===== src/rtl/core/assert_macros.svh =====
// assertion macros shared by the rtl files
// no dependencies; define ASSERT_OFF to compile the checks out

`ifndef ASSERT_MACROS_SVH
`define ASSERT_MACROS_SVH

`ifndef ASSERT_OFF

`define ASSERT_ALWAYS(name, clk, rst_n, prop, msg) \
  name: assert property (@(posedge clk) disable iff (!rst_n) (prop)) else $error(msg);

`define ASSERT_NEVER(name, clk, rst_n, expr, msg) \
  name: assert property (@(posedge clk) disable iff (!rst_n) !(expr)) else $error(msg);

`else

`define ASSERT_ALWAYS(name, clk, rst_n, prop, msg)

`define ASSERT_NEVER(name, clk, rst_n, expr, msg)

`endif

`endif


===== src/rtl/core/tlsalpn_pkg.sv =====
// shared types and protocol constants for the server hello / alpn parser
// no dependencies
`default_nettype none

package tlsalpn_pkg;

  typedef enum logic [1:0] {
    KIND_NONE  = 2'd0,
    KIND_HELLO = 2'd1,
    KIND_ALERT = 2'd2
  } reply_kind_e;

  typedef struct packed {
    logic        valid;
    reply_kind_e kind;
    logic [7:0]  ver_major;
    logic [7:0]  ver_minor;
  } reply_sum_t;

  // record bytes
  localparam logic [7:0] REC_HANDSHAKE = 8'h16;
  localparam logic [7:0] REC_ALERT     = 8'h15;
  localparam logic [7:0] REC_VER_TLS   = 8'h03;
  localparam logic [7:0] REC_VER_SSL   = 8'h02;
  localparam logic [7:0] HS_SERVER_HELLO = 8'h02;
  localparam logic [15:0] EXT_TYPE_ALPN = 16'h0010;

  // byte positions in the reply
  localparam int unsigned POS_REC_TYPE = 0;
  localparam int unsigned POS_REC_VER  = 1;
  localparam int unsigned POS_HS_TYPE  = 5;
  localparam int unsigned POS_VER_MAJ  = 9;
  localparam int unsigned POS_VER_MIN  = 10;
  localparam int unsigned POS_SID_LEN  = 43;
  localparam int unsigned SID_TO_LIST  = 47;

  // length limits
  localparam int unsigned MIN_HELLO_BYTES = 11;
  localparam int unsigned MIN_ALERT_BYTES = 2;
  localparam int unsigned MIN_EXT_BYTES   = 48;
  localparam int unsigned EXT_HDR_BYTES   = 4;
  localparam int unsigned ALPN_MIN_LEN    = 3;
  localparam int unsigned ALPN_NAME_OFF   = 2;

endpackage

`default_nettype wire


===== src/rtl/core/tlsalpn_if.sv =====
// valid/ready channel interfaces: reply bytes in, parse results out
// no dependencies
`default_nettype none

interface tlsalpn_in_if;
  logic       valid;
  logic       ready;
  logic [7:0] data_byte;
  logic       byte_present;
  logic       end_of_reply;

  modport source (output valid, data_byte, byte_present, end_of_reply, input ready);
  modport sink   (input valid, data_byte, byte_present, end_of_reply, output ready);
endinterface

interface tlsalpn_out_if;
  logic       valid;
  logic       ready;
  logic [1:0] reply_kind;
  logic [7:0] version_major;
  logic [7:0] version_minor;
  logic [4:0] alpn_length;
  logic [7:0] alpn_char;
  logic       final_result;

  modport source (output valid, reply_kind, version_major, version_minor, alpn_length,
                  alpn_char, final_result, input ready);
  modport sink   (input valid, reply_kind, version_major, version_minor, alpn_length,
                  alpn_char, final_result, output ready);
endinterface

`default_nettype wire


===== src/rtl/core/tlsalpn_ram.sv =====
// generic simple dual port ram, one write port, one registered read port
// no dependencies
`default_nettype none

module tlsalpn_ram #(
  parameter int unsigned WIDTH = 8,
  parameter int unsigned DEPTH = 64,
  localparam int unsigned AW = (DEPTH > 1) ? $clog2(DEPTH) : 1
) (
  input  logic             clk_i,
  input  logic             we_i,
  input  logic [AW-1:0]    waddr_i,
  input  logic [WIDTH-1:0] wdata_i,
  input  logic [AW-1:0]    raddr_i,
  output logic [WIDTH-1:0] rdata_o
);

  logic [WIDTH-1:0] mem_q [DEPTH];
  logic [WIDTH-1:0] rdata_q;

  always_ff @(posedge clk_i) begin
    if (we_i) begin
      mem_q[waddr_i] <= wdata_i;
    end
    rdata_q <= mem_q[raddr_i];
  end

  assign rdata_o = rdata_q;

endmodule

`default_nettype wire


===== src/rtl/core/tlsalpn_parser.sv =====
// input register, byte position tracking and extension walk for one reply
// depends on tlsalpn_pkg and tlsalpn_in_if; writes name bytes to tlsalpn_ram
`default_nettype none

module tlsalpn_parser import tlsalpn_pkg::*; #(
  parameter int unsigned ALPN_MAX      = 31,
  parameter int unsigned POSITION_BITS = 17,
  localparam int unsigned CW = $clog2(ALPN_MAX + 1),
  localparam int unsigned IW = (ALPN_MAX > 1) ? $clog2(ALPN_MAX) : 1
) (
  input  logic          clk_i,
  input  logic          rst_ni,
  tlsalpn_in_if.sink    byte_i,
  input  logic          emit_busy_i,
  output reply_sum_t    sum_o,
  output logic [CW-1:0] sum_count_o,
  output logic          sum_bank_o,
  output logic          wr_en_o,
  output logic [IW:0]   wr_addr_o,
  output logic [7:0]    wr_data_o
);

  localparam int unsigned PW = POSITION_BITS;
  localparam int unsigned XW = ((PW > 16) ? PW : 16) + 2;

  typedef enum logic [3:0] {
    PH_HEAD, PH_EXTLEN_HI, PH_EXTLEN_LO, PH_EXT_HDR, PH_ALPN_PRE,
    PH_NAME, PH_WAIT_END, PH_SKIP, PH_DONE
  } phase_e;

  typedef enum logic [1:0] {
    ST_NONE, ST_PENDING, ST_FOUND
  } status_e;

  // input register
  logic       in_v_q;
  logic [7:0] in_byte_q;
  logic       in_pres_q;
  logic       in_last_q;
  logic       fire;
  logic       in_ready;
  logic       take;

  logic [PW-1:0] cnt_q, cnt_d;
  logic [7:0]    rtype_q, rtype_d, rver_q, rver_d, htype_q, htype_d;
  logic [7:0]    vmaj_q, vmaj_d, vmin_q, vmin_d;
  phase_e        phase_q, phase_d, mid;
  logic [PW-1:0] target_q, target_d;
  logic [PW-1:0] list_end_q, list_end_d;
  logic [15:0]   tl0_q, tl0_d, tl1_q, tl1_d;
  logic [CW-1:0] ncount_q, ncount_d;
  status_e       status_q, status_d;
  logic          bank_q;
  logic          tail;

  logic [PW-1:0] after;
  logic [PW-1:0] off;
  logic [15:0]   len_lo;
  logic [15:0]   el_hi;
  logic [XW-1:0] t_lo_x;
  logic [XW-1:0] t_hdr_x;
  logic          pre_hit;
  logic          end_cut;
  logic          hdr_short;
  logic          is_hello;
  logic          is_alert;

  assign fire     = in_v_q && (!in_last_q || !emit_busy_i);
  assign in_ready = !in_v_q || fire;
  assign byte_i.ready = in_ready;
  assign take     = fire && in_pres_q && (cnt_q != {PW{1'b1}});

  always_ff @(posedge clk_i or negedge rst_ni) begin
    if (!rst_ni) begin
      in_v_q <= 1'b0;
    end else if (in_ready) begin
      in_v_q <= byte_i.valid;
    end
  end

  always_ff @(posedge clk_i) begin
    if (in_ready && byte_i.valid) begin
      in_byte_q <= byte_i.data_byte;
      in_pres_q <= byte_i.byte_present;
      in_last_q <= byte_i.end_of_reply;
    end
  end

  assign after     = cnt_q + 1'b1;
  assign off       = cnt_q - target_q;
  assign len_lo    = {tl0_q[7:0], in_byte_q};
  assign el_hi     = {tl1_q[15:8], in_byte_q};
  assign t_lo_x    = XW'(after) + XW'(len_lo);
  assign t_hdr_x   = XW'(after) + XW'(el_hi);
  assign pre_hit   = (XW'(cnt_q) + XW'(tl1_q)) == (XW'(target_q) + XW'(ALPN_NAME_OFF));
  assign end_cut   = (XW'(target_q) + XW'(EXT_HDR_BYTES)) > XW'(list_end_q);
  assign hdr_short = (XW'(after) + XW'(EXT_HDR_BYTES)) > XW'(list_end_q);

  always_comb begin
    cnt_d      = cnt_q;
    rtype_d    = rtype_q;
    rver_d     = rver_q;
    htype_d    = htype_q;
    vmaj_d     = vmaj_q;
    vmin_d     = vmin_q;
    phase_d    = phase_q;
    target_d   = target_q;
    list_end_d = list_end_q;
    tl0_d      = tl0_q;
    tl1_d      = tl1_q;
    ncount_d   = ncount_q;
    status_d   = status_q;
    mid        = phase_q;
    tail       = 1'b0;
    wr_en_o    = 1'b0;
    if (take) begin
      if (cnt_q == PW'(POS_REC_TYPE)) rtype_d = in_byte_q;
      if (cnt_q == PW'(POS_REC_VER))  rver_d  = in_byte_q;
      if (cnt_q == PW'(POS_HS_TYPE))  htype_d = in_byte_q;
      if (cnt_q == PW'(POS_VER_MAJ))  vmaj_d  = in_byte_q;
      if (cnt_q == PW'(POS_VER_MIN))  vmin_d  = in_byte_q;
      unique case (phase_q)
        PH_HEAD: begin
          if (cnt_q == PW'(POS_SID_LEN)) begin
            target_d = PW'(SID_TO_LIST) + PW'(in_byte_q);
            phase_d  = PH_EXTLEN_HI;
          end
        end
        PH_EXTLEN_HI: begin
          if (cnt_q == target_q) begin
            tl0_d   = {8'h00, in_byte_q};
            phase_d = PH_EXTLEN_LO;
          end
        end
        PH_EXTLEN_LO: begin
          if (t_lo_x > XW'({PW{1'b1}})) begin
            phase_d = PH_DONE;
          end else begin
            list_end_d = t_lo_x[PW-1:0];
            if (len_lo < 16'(EXT_HDR_BYTES)) begin
              phase_d = PH_DONE;
            end else begin
              target_d = after;
              phase_d  = PH_EXT_HDR;
            end
          end
        end
        PH_EXT_HDR: begin
          if (off == PW'(0)) begin
            tl0_d = {in_byte_q, 8'h00};
          end else if (off == PW'(1)) begin
            tl0_d = {tl0_q[15:8], in_byte_q};
          end else if (off == PW'(2)) begin
            tl1_d = {in_byte_q, 8'h00};
          end else begin
            tl1_d = el_hi;
            if (t_hdr_x > XW'(list_end_q)) begin
              phase_d = PH_DONE;
            end else begin
              target_d = t_hdr_x[PW-1:0];
              if (tl0_q == EXT_TYPE_ALPN && el_hi >= 16'(ALPN_MIN_LEN)) begin
                phase_d = PH_ALPN_PRE;
              end else if (el_hi == 16'h0000) begin
                phase_d = hdr_short ? PH_DONE : PH_EXT_HDR;
              end else begin
                phase_d = PH_SKIP;
              end
            end
          end
        end
        PH_ALPN_PRE: begin
          tail = 1'b1;
          if (pre_hit) begin
            if (17'(in_byte_q) + 17'(ALPN_MIN_LEN) <= 17'(tl1_q)) begin
              ncount_d = '0;
              status_d = ST_PENDING;
              tl0_d    = {8'h00, in_byte_q};
              mid      = (in_byte_q != 8'h00) ? PH_NAME : PH_WAIT_END;
            end else begin
              mid = PH_SKIP;
            end
          end
        end
        PH_NAME: begin
          tail = 1'b1;
          if (ncount_q < CW'(ALPN_MAX)) begin
            wr_en_o  = 1'b1;
            ncount_d = ncount_q + 1'b1;
          end
          tl0_d = tl0_q - 16'd1;
          if (tl0_q == 16'd1) mid = PH_WAIT_END;
        end
        PH_WAIT_END, PH_SKIP: begin
          tail = 1'b1;
        end
        default: ;
      endcase
      if (tail) begin
        phase_d = mid;
        if (after == target_q) begin
          if (mid == PH_WAIT_END) begin
            status_d = ST_FOUND;
            phase_d  = PH_DONE;
          end else if (mid == PH_SKIP) begin
            phase_d = end_cut ? PH_DONE : PH_EXT_HDR;
          end
        end
      end
      cnt_d = after;
    end
  end

  assign wr_addr_o = {bank_q, ncount_q[IW-1:0]};
  assign wr_data_o = in_byte_q;

  // classification on the state as it stands after the final byte
  assign is_hello = (cnt_d >= PW'(MIN_HELLO_BYTES)) && (rtype_d == REC_HANDSHAKE) &&
                    (rver_d == REC_VER_TLS || rver_d == REC_VER_SSL) &&
                    (htype_d == HS_SERVER_HELLO);
  assign is_alert = (cnt_d >= PW'(MIN_ALERT_BYTES)) && (rtype_d == REC_ALERT);

  always_comb begin
    sum_o.valid     = fire && in_last_q;
    sum_o.kind      = KIND_NONE;
    sum_o.ver_major = 8'h00;
    sum_o.ver_minor = 8'h00;
    sum_count_o     = '0;
    if (is_hello) begin
      sum_o.kind      = KIND_HELLO;
      sum_o.ver_major = vmaj_d;
      sum_o.ver_minor = vmin_d;
      if (cnt_d >= PW'(MIN_EXT_BYTES) && status_d == ST_FOUND) sum_count_o = ncount_d;
    end else if (is_alert) begin
      sum_o.kind = KIND_ALERT;
    end
  end

  assign sum_bank_o = bank_q;

  always_ff @(posedge clk_i or negedge rst_ni) begin
    if (!rst_ni) begin
      cnt_q      <= '0;
      rtype_q    <= 8'h00;
      rver_q     <= 8'h00;
      htype_q    <= 8'h00;
      vmaj_q     <= 8'h00;
      vmin_q     <= 8'h00;
      phase_q    <= PH_HEAD;
      target_q   <= '0;
      list_end_q <= '0;
      tl0_q      <= 16'h0000;
      tl1_q      <= 16'h0000;
      ncount_q   <= '0;
      status_q   <= ST_NONE;
      bank_q     <= 1'b0;
    end else if (fire && in_last_q) begin
      cnt_q      <= '0;
      rtype_q    <= 8'h00;
      rver_q     <= 8'h00;
      htype_q    <= 8'h00;
      vmaj_q     <= 8'h00;
      vmin_q     <= 8'h00;
      phase_q    <= PH_HEAD;
      target_q   <= '0;
      list_end_q <= '0;
      tl0_q      <= 16'h0000;
      tl1_q      <= 16'h0000;
      ncount_q   <= '0;
      status_q   <= ST_NONE;
      bank_q     <= ~bank_q;
    end else begin
      cnt_q      <= cnt_d;
      rtype_q    <= rtype_d;
      rver_q     <= rver_d;
      htype_q    <= htype_d;
      vmaj_q     <= vmaj_d;
      vmin_q     <= vmin_d;
      phase_q    <= phase_d;
      target_q   <= target_d;
      list_end_q <= list_end_d;
      tl0_q      <= tl0_d;
      tl1_q      <= tl1_d;
      ncount_q   <= ncount_d;
      status_q   <= status_d;
    end
  end

endmodule

`default_nettype wire


===== src/rtl/core/tlsalpn_emitter.sv =====
// result sequencer: reads captured name bytes back and drives the output register
// depends on tlsalpn_pkg and tlsalpn_out_if; reads tlsalpn_ram
`default_nettype none

module tlsalpn_emitter import tlsalpn_pkg::*; #(
  parameter int unsigned ALPN_MAX = 31,
  localparam int unsigned CW = $clog2(ALPN_MAX + 1),
  localparam int unsigned IW = (ALPN_MAX > 1) ? $clog2(ALPN_MAX) : 1
) (
  input  logic          clk_i,
  input  logic          rst_ni,
  input  reply_sum_t    sum_i,
  input  logic [CW-1:0] sum_count_i,
  input  logic          sum_bank_i,
  output logic [IW:0]   rd_addr_o,
  input  logic [7:0]    rd_data_i,
  output logic          busy_o,
  tlsalpn_out_if.source result_o
);

  logic          run_q, run_d;
  logic          rd_ok_q, rd_ok_d;
  logic [CW-1:0] k_q, k_d;
  logic [CW-1:0] n_q;
  logic          bank_q;
  reply_kind_e   kind_q;
  logic [7:0]    vmaj_q, vmin_q;

  logic          out_v_q;
  reply_kind_e   o_kind_q;
  logic [7:0]    o_vmaj_q, o_vmin_q, o_char_q;
  logic [4:0]    o_len_q;
  logic          o_final_q;

  logic          out_free;
  logic          cand;
  logic          load;
  logic          last_item;
  logic [CW+4:0] n_ext;

  assign out_free  = !out_v_q || result_o.ready;
  assign cand      = run_q && ((n_q == '0) || rd_ok_q);
  assign load      = cand && out_free;
  assign last_item = (n_q == '0) || ((k_q + 1'b1) == n_q);
  assign n_ext     = {5'b00000, n_q};

  always_comb begin
    run_d = run_q;
    k_d   = k_q;
    if (sum_i.valid) begin
      run_d = 1'b1;
      k_d   = '0;
    end else if (load) begin
      k_d = k_q + 1'b1;
      if (last_item) run_d = 1'b0;
    end
  end

  // read data is good once the address has passed the ram read register while running
  assign rd_ok_d   = run_q && run_d;
  assign rd_addr_o = {bank_q, k_d[IW-1:0]};
  assign busy_o    = run_q;

  always_ff @(posedge clk_i or negedge rst_ni) begin
    if (!rst_ni) begin
      run_q   <= 1'b0;
      rd_ok_q <= 1'b0;
      k_q     <= '0;
      out_v_q <= 1'b0;
    end else begin
      run_q   <= run_d;
      rd_ok_q <= rd_ok_d;
      k_q     <= k_d;
      if (out_free) out_v_q <= cand;
    end
  end

  always_ff @(posedge clk_i) begin
    if (sum_i.valid) begin
      kind_q <= sum_i.kind;
      vmaj_q <= sum_i.ver_major;
      vmin_q <= sum_i.ver_minor;
      n_q    <= sum_count_i;
      bank_q <= sum_bank_i;
    end
    if (load) begin
      o_kind_q  <= kind_q;
      o_vmaj_q  <= vmaj_q;
      o_vmin_q  <= vmin_q;
      o_len_q   <= n_ext[4:0];
      o_char_q  <= (n_q == '0) ? 8'h00 : rd_data_i;
      o_final_q <= last_item;
    end
  end

  assign result_o.valid         = out_v_q;
  assign result_o.reply_kind    = o_kind_q;
  assign result_o.version_major = o_vmaj_q;
  assign result_o.version_minor = o_vmin_q;
  assign result_o.alpn_length   = o_len_q;
  assign result_o.alpn_char     = o_char_q;
  assign result_o.final_result  = o_final_q;

endmodule

`default_nettype wire


===== src/rtl/core/tls_server_hello_alpn_parser.sv =====
// top level of the server hello / alpn reply parser
// depends on tlsalpn_pkg, tlsalpn_if, tlsalpn_ram, tlsalpn_parser, tlsalpn_emitter
//
//   port      dir  moves                              accepted when
//   byte_i    in   one reply byte request + markers   valid && ready
//   result_o  out  one result (kind, version, char)   valid && ready
//
// each byte request is registered, parsed and retired; one per cycle unless it must wait
// results leave via an output register, one per cycle while ready, 1 to ALPN_MAX per reply
// a final request waits while the previous reply's results are still being read out
// name bytes sit in a two-bank ram so the next reply is parsed during read-out
// reset is asynchronous active low and returns the parser to waiting for a header
`default_nettype none
`include "assert_macros.svh"

module tls_server_hello_alpn_parser import tlsalpn_pkg::*; #(
  parameter int unsigned ALPN_MAX      = 31,
  parameter int unsigned POSITION_BITS = 17
) (
  input  logic          clk_i,
  input  logic          rst_ni,
  tlsalpn_in_if.sink    byte_i,
  tlsalpn_out_if.source result_o
);

  localparam int unsigned CW = $clog2(ALPN_MAX + 1);
  localparam int unsigned IW = (ALPN_MAX > 1) ? $clog2(ALPN_MAX) : 1;

  reply_sum_t    sum;
  logic [CW-1:0] sum_count;
  logic          sum_bank;
  logic          emit_busy;
  logic          wr_en;
  logic [IW:0]   wr_addr;
  logic [7:0]    wr_data;
  logic [IW:0]   rd_addr;
  logic [7:0]    rd_data;

  tlsalpn_parser #(
    .ALPN_MAX      (ALPN_MAX),
    .POSITION_BITS (POSITION_BITS)
  ) u_parser (
    .clk_i       (clk_i),
    .rst_ni      (rst_ni),
    .byte_i      (byte_i),
    .emit_busy_i (emit_busy),
    .sum_o       (sum),
    .sum_count_o (sum_count),
    .sum_bank_o  (sum_bank),
    .wr_en_o     (wr_en),
    .wr_addr_o   (wr_addr),
    .wr_data_o   (wr_data)
  );

  tlsalpn_ram #(
    .WIDTH (8),
    .DEPTH (2 ** (IW + 1))
  ) u_name_ram (
    .clk_i   (clk_i),
    .we_i    (wr_en),
    .waddr_i (wr_addr),
    .wdata_i (wr_data),
    .raddr_i (rd_addr),
    .rdata_o (rd_data)
  );

  tlsalpn_emitter #(
    .ALPN_MAX (ALPN_MAX)
  ) u_emitter (
    .clk_i       (clk_i),
    .rst_ni      (rst_ni),
    .sum_i       (sum),
    .sum_count_i (sum_count),
    .sum_bank_i  (sum_bank),
    .rd_addr_o   (rd_addr),
    .rd_data_i   (rd_data),
    .busy_o      (emit_busy),
    .result_o    (result_o)
  );

  `ASSERT_NEVER(a_sum_while_busy, clk_i, rst_ni, sum.valid && emit_busy, "reply summary while emitting")
  `ASSERT_ALWAYS(a_multi_is_hello, clk_i, rst_ni, result_o.valid && !result_o.final_result |-> result_o.reply_kind == KIND_HELLO, "multi result run for non hello")
  `ASSERT_ALWAYS(a_non_hello_zero, clk_i, rst_ni, result_o.valid && result_o.reply_kind != KIND_HELLO |-> result_o.version_major == 8'h00 && result_o.alpn_length == 5'd0, "non hello carries data")
  `ASSERT_ALWAYS(a_run_kind_holds, clk_i, rst_ni, result_o.valid && result_o.ready && !result_o.final_result |=> $stable(result_o.reply_kind), "kind changed inside a run")

endmodule

`default_nettype wire


===== src/flat_wrapper.sv =====
// flat-port wrapper written by rule: the top's interface ports become plain ports
module tls_server_hello_alpn_parser_flat import tlsalpn_pkg::*;
#(
  parameter int unsigned ALPN_MAX      = 31,
  parameter int unsigned POSITION_BITS = 17
)
  (clk_i, rst_ni, byte_i_valid, byte_i_data_byte, byte_i_byte_present, byte_i_end_of_reply, byte_i_ready, result_o_valid, result_o_reply_kind, result_o_version_major, result_o_version_minor, result_o_alpn_length, result_o_alpn_char, result_o_final_result, result_o_ready);
  tlsalpn_in_if byte_i_i ();
  tlsalpn_out_if result_o_i ();
  input  logic clk_i;
  input  logic rst_ni;
  input wire logic [$bits(byte_i_i.valid)-1:0] byte_i_valid;
  input wire logic [$bits(byte_i_i.data_byte)-1:0] byte_i_data_byte;
  input wire logic [$bits(byte_i_i.byte_present)-1:0] byte_i_byte_present;
  input wire logic [$bits(byte_i_i.end_of_reply)-1:0] byte_i_end_of_reply;
  output wire logic [$bits(byte_i_i.ready)-1:0] byte_i_ready;
  output wire logic [$bits(result_o_i.valid)-1:0] result_o_valid;
  output wire logic [$bits(result_o_i.reply_kind)-1:0] result_o_reply_kind;
  output wire logic [$bits(result_o_i.version_major)-1:0] result_o_version_major;
  output wire logic [$bits(result_o_i.version_minor)-1:0] result_o_version_minor;
  output wire logic [$bits(result_o_i.alpn_length)-1:0] result_o_alpn_length;
  output wire logic [$bits(result_o_i.alpn_char)-1:0] result_o_alpn_char;
  output wire logic [$bits(result_o_i.final_result)-1:0] result_o_final_result;
  input wire logic [$bits(result_o_i.ready)-1:0] result_o_ready;
  assign byte_i_i.valid = byte_i_valid;
  assign byte_i_i.data_byte = byte_i_data_byte;
  assign byte_i_i.byte_present = byte_i_byte_present;
  assign byte_i_i.end_of_reply = byte_i_end_of_reply;
  assign byte_i_ready = byte_i_i.ready;
  assign result_o_valid = result_o_i.valid;
  assign result_o_reply_kind = result_o_i.reply_kind;
  assign result_o_version_major = result_o_i.version_major;
  assign result_o_version_minor = result_o_i.version_minor;
  assign result_o_alpn_length = result_o_i.alpn_length;
  assign result_o_alpn_char = result_o_i.alpn_char;
  assign result_o_final_result = result_o_i.final_result;
  assign result_o_i.ready = result_o_ready;
  tls_server_hello_alpn_parser #(.ALPN_MAX(ALPN_MAX), .POSITION_BITS(POSITION_BITS)) u_core (.clk_i(clk_i), .rst_ni(rst_ni), .byte_i(byte_i_i), .result_o(result_o_i));
endmodule

===== config.mk =====
export PLATFORM = sky130hd
export DESIGN_NAME = tls_server_hello_alpn_parser_flat
export DESIGN_NICKNAME = d
export VERILOG_FILES = /design/src/rtl/core/tlsalpn_pkg.sv /design/src/rtl/core/tlsalpn_if.sv /design/src/rtl/core/tlsalpn_ram.sv /design/src/rtl/core/tlsalpn_parser.sv /design/src/rtl/core/tlsalpn_emitter.sv /design/src/rtl/core/tls_server_hello_alpn_parser.sv /design/src/flat_wrapper.sv
export VERILOG_INCLUDE_DIRS = /design/src /design/src/rtl/core
export SDC_FILE = /design/constraint.sdc
export NUM_CORES = 1
export LEC_CHECK = 0
export BUFFER_PORTS_ARGS = -buffer_cell sky130_fd_sc_hd__buf_2
export CAP_MARGIN = 20
export CORE_ASPECT_RATIO = 1.4
export CORE_MARGIN = 5
export CORE_UTILIZATION = 34
export DETAILED_ROUTE_END_ITERATION = 10
export PLACE_DENSITY_LB_ADDON = 0.08
export SLEW_MARGIN = 20
export SYNTH_ARGS = -nofsm -noshare
export SYNTH_HDL_FRONTEND = slang
export SYNTH_SLANG_ARGS = --single-unit

===== constraint.sdc =====
create_clock -name clk_i -period 6.8 [get_ports clk_i]
set_clock_uncertainty 0.2 [all_clocks]
set_input_delay 0.68 -clock clk_i [delete_from_list [all_inputs] [get_ports clk_i]]
set_output_delay 0.68 -clock clk_i [all_outputs]
set_load 0.03 [all_outputs]

==> flow_summary.toml <==
[timing]
worstMarginPinSlew_ps = 1070
timing.final.ws_setup_ps = 513
setup_tns_ps = 0
relSlewSlack_pct = 28.6
rsz0062_at_grt = "false"
setup_viol = 0
layout_min_cycle_time_ps = 6290
max_freq_mhz = 159
drv_slew = 0
fin_crit_sh_pct = 92.5
finalHoldViolations = 0

[placement]
port_buffers = 47
hpwl_um = 84100
dp_cells = 4220
pre_cts_slack_ps = 481
gp_congestion = 0.930
placed_area_um2 = 38300

[floorplanning]
core_area_um2 = 105000
fp.dieH_um = 396
num_io_pins = 48
die_w_um = 286
die-area_um2 = 113000
rows = 141
initial_utilization_pct = 34.3

[grt]
antenna_found_initial = 4
grt_max_degree = 90
grt_pass1_wl_um = 173000
gr-total-overflow = 0
grt_use_total_pct = 20.8
grt_pass1_vias = 24600

[cts]
cts.sinks = 729
cts_buffers = 79
clk_latency_ps = 670
cts.clk_slew.worst_paths_ps = 60
cts.path.max_buffers = 3
cts_tree = "built"
cts_root_buffer = "clkbuf_16"
htreeDepth = 3

[synth]
async_flop_share_pct = 19.6
syn_area_per_cell_um2 = 12.8
synth_edf_count = 578
synth_seq_cells = 729
synthCells = 2831
synthesis.area_um2 = 36100
ys_warn_count = 0
synth_cell_types = 100
seq_area_frac_synth_pct = 58.4
ys.flop_type = "edfxtp_1"

[layout]
nFillCells = 10000
postLayoutCellArea_um2 = 41100
area_growth_pct = 13.8
drive_above_1_share_pct = 14.1
fin_cells = 4378
fin_nets = 3104

[routing]
drt_iter0_markers = 1516
avgRoutedWirePerCell_um = 27.4
vias_per_cell = 5.49
first_pass_iters = 6
route.detailed.drc = 0
routed-via-count = 24000
ant_nets = 0
wl_um = 120000

[critical_path]
r2r-start = "u_core.u_parser.cnt_q[1]"
r2r_end = "u_core.u_parser.target_q[13]"
critPathMaxFanout = 17
start_kind = "flop"
cp_data_required_time_ps = 7140
reg2reg_depth = 24
worstSetupEndpoint = "u_core.u_parser.target_q[13]"
critPathKind = "flop to flop"
crit_start = "u_core.u_parser.cnt_q[1]"
cp.arrival_ps = 6630
cp-end-kind = "flop"
reg2reg_slack_ps = 510

[pwr]
power_density_nw_per_um2 = 393
vdd_ir_drop_max_uv = 338
p_leak_nw = 15.2

[worst_hold_path]
hold_path_class = "input pin to flop"

[outcome]
status = "finished clean"

[job]
cap_viol_max_count = 0
## cells in the final DEF (no fill, tap or decap), types with 13 or more instances in the layout
cell type / netlist / routed
a211oi_1: 20 / 20
a21o_1: 30 / 30
a21oi_1: 130 / 130
a22o_1: 17 / 17
a22oi_1: 39 / 39
a311oi_1: 20 / 20
a31oi_1: 15 / 15
and3_1: 44 / 44
and4_1: 13 / 13
buf_2: 38 / 46
buf_4: 5 / 101
clkbuf_16: 0 / 81
clkinv_2: 2 / 16
conb_1: 1 / 16
dfrtp_1: 143 / 143
edfxtp_1: 578 / 578
ha_1: 134 / 134
inv_1: 89 / 89
mux2i_1: 41 / 41
mux4_2: 94 / 94
nand2_1: 261 / 261
nand2b_1: 19 / 19
nand3_1: 60 / 60
nand3b_1: 13 / 13
nand4_1: 50 / 50
nor2_1: 245 / 245
nor2b_1: 60 / 60
nor3_1: 43 / 41
nor4_1: 28 / 27
o211ai_1: 17 / 17
o21a_1: 13 / 13
o21ai_0: 87 / 87
xnor2_1: 113 / 113
xor2_1: 56 / 56
## layout make-up
cell class	instances	area (um2)	share of cell area (%)
Sequential cell	729	21100	51.3
Clock inverter	44	537	1.31
Multi-Input combinational cell	1887	14100	34.2
Clock buffer	101	2180	5.31
Inverter	96	369	0.898
Antenna cell	3	7.51	0.0183
Tap cell	1358	1700	4.13
Timing Repair Buffer	160	1160	2.82
## worst min path at each step
stage / start / endpoint / slack, ps / cells after the start
3_5_place_dp: u_core.u_emitter.vmaj_q[0] / u_core.u_emitter.result_o.version_major[0] / 210 / 0
3_3_place_gp: u_core.u_emitter.kind_q[0] / u_core.u_emitter.result_o.reply_kind[0] / 200 / 0
2_1_floorplan: rst_ni / u_core.u_emitter.busy_o / 180 / 0
4_1_cts: byte_i_data_byte[4] / u_core.u_parser.wr_data_o[4] / 20 / 1
6_report: byte_i_data_byte[4] / u_core.u_parser.wr_data_o[4] / 60 / 1
5_1_grt: byte_i_data_byte[4] / u_core.u_parser.wr_data_o[4] / 20 / 1
## stage by stage
| stage | power [mW] | hold slack [ps] | utilization [%] |
|---|---|---|---|
| global route | 17.0 | 22.6 | 39.0 |
| detailed placement | 11.8 | 206 | 36.3 |
| finish | 16.2 | 57.7 | 39.0 |
| floorplan | 9.82 | 184 | - |
| global placement | 11.7 | 203 | 36.3 |
| CTS | 16.4 | 15.1 | 38.9 |
## kinds of logic (layout without fill, tap and decap cells)
family          after synthesis  after routing  synth area share, %
simple gates                916            916                 12.5
mux                         155            155                 8.03
flops                       729            729                 58.4
xor+xnor                    170            170                 4.14
fa+ha+maj                   137            137                 4.81
buf+inv                     230            401                 2.93
compound gates              493            493                 9.18
other cells                   1             19               0.0104
## layer usage
| layer | routed length (um) | GRT usage (%) | vias to the layer above |
|---|---|---|---|
| met2 | 63500 | 38.3 | 618 |
| met4 | 6190 | 9.58 | 2 |
| li1 | - | - | 10900 |
| met5 | 14 | 0 | - |
| met1 | 45400 | 23.6 | 12200 |
| met3 | 4800 | 3.09 | 243 |
## timing repair
item | 4_1_cts | 5_1_grt
endpoints found under the hold margin | 62 | 0
hold buffers | 9 | 0
gates resized for setup | 0 | 1
setup endpoints to repair | 0 | 15
buffers inserted | 0 | 0
## Yosys cell counts, drive strengths merged (16+ instances only)
master	n	area, um2
clkbuf	70	264
a22oi	39	293
nand2b	19	119
a21o	30	225
mux2i	41	410
nor3	45	235
buf	64	433
mux4	104	2380
dfrtp	143	3580
nor2b	60	375
and3	44	275
o211ai	17	128
a311oi	20	175
xnor2	113	990
inv	91	342
edfxtp	578	17400
o21ai	88	440
xor2	57	507
nand4	52	338
a211oi	21	163
nor2	245	920
nand3	62	328
a22o	17	149
nand2	262	986
a21oi	131	659
nor4	29	188
ha	134	1680
a31oi	16	106
## worst max-delay path, cell delays in order, from the launching register on
cell and delay [ps]:
dfrtp_1 360, ha_1 410, nand3_1 330, xnor2_1 280, ha_1 410, and2_1 150, o21ai_0 90, a31oi_1 460
a21o_1 190, a21o_1 160, a21oi_1 80, a21boi_0 460, a21o_1 200, a21oi_1 80, xnor2_1 140, ha_1 290
and4_1 160, nand4_1 100, nor2_1 130, a2bb2oi_2 340, a31oi_1 140, nor4_1 250, o221ai_2 130, buf_4 250
mux2_2 310
## where the power goes
part | total (mW) | switching (mW) | leakage, nW | internal [mW]
Combinational | 6.09 | 3.68 | 6.59 | 2.41
Sequential | 5.53 | 0.305 | 7.24 | 5.22
Clock | 4.55 | 1.88 | 1.34 | 2.67
## sequential cells by signal, indices dropped and copies added, names as in the netlist, 16 cells and up
register,cells
u_core.u_parser.tl1_q,16
u_core.u_parser.target_q,17
u_core.u_name_ram.mem_q,512
u_core.u_parser.list_end_q,17
u_core.u_parser.cnt_q,17
u_core.u_parser.tl0_q,16
Power figures use the tool's default switching activity.
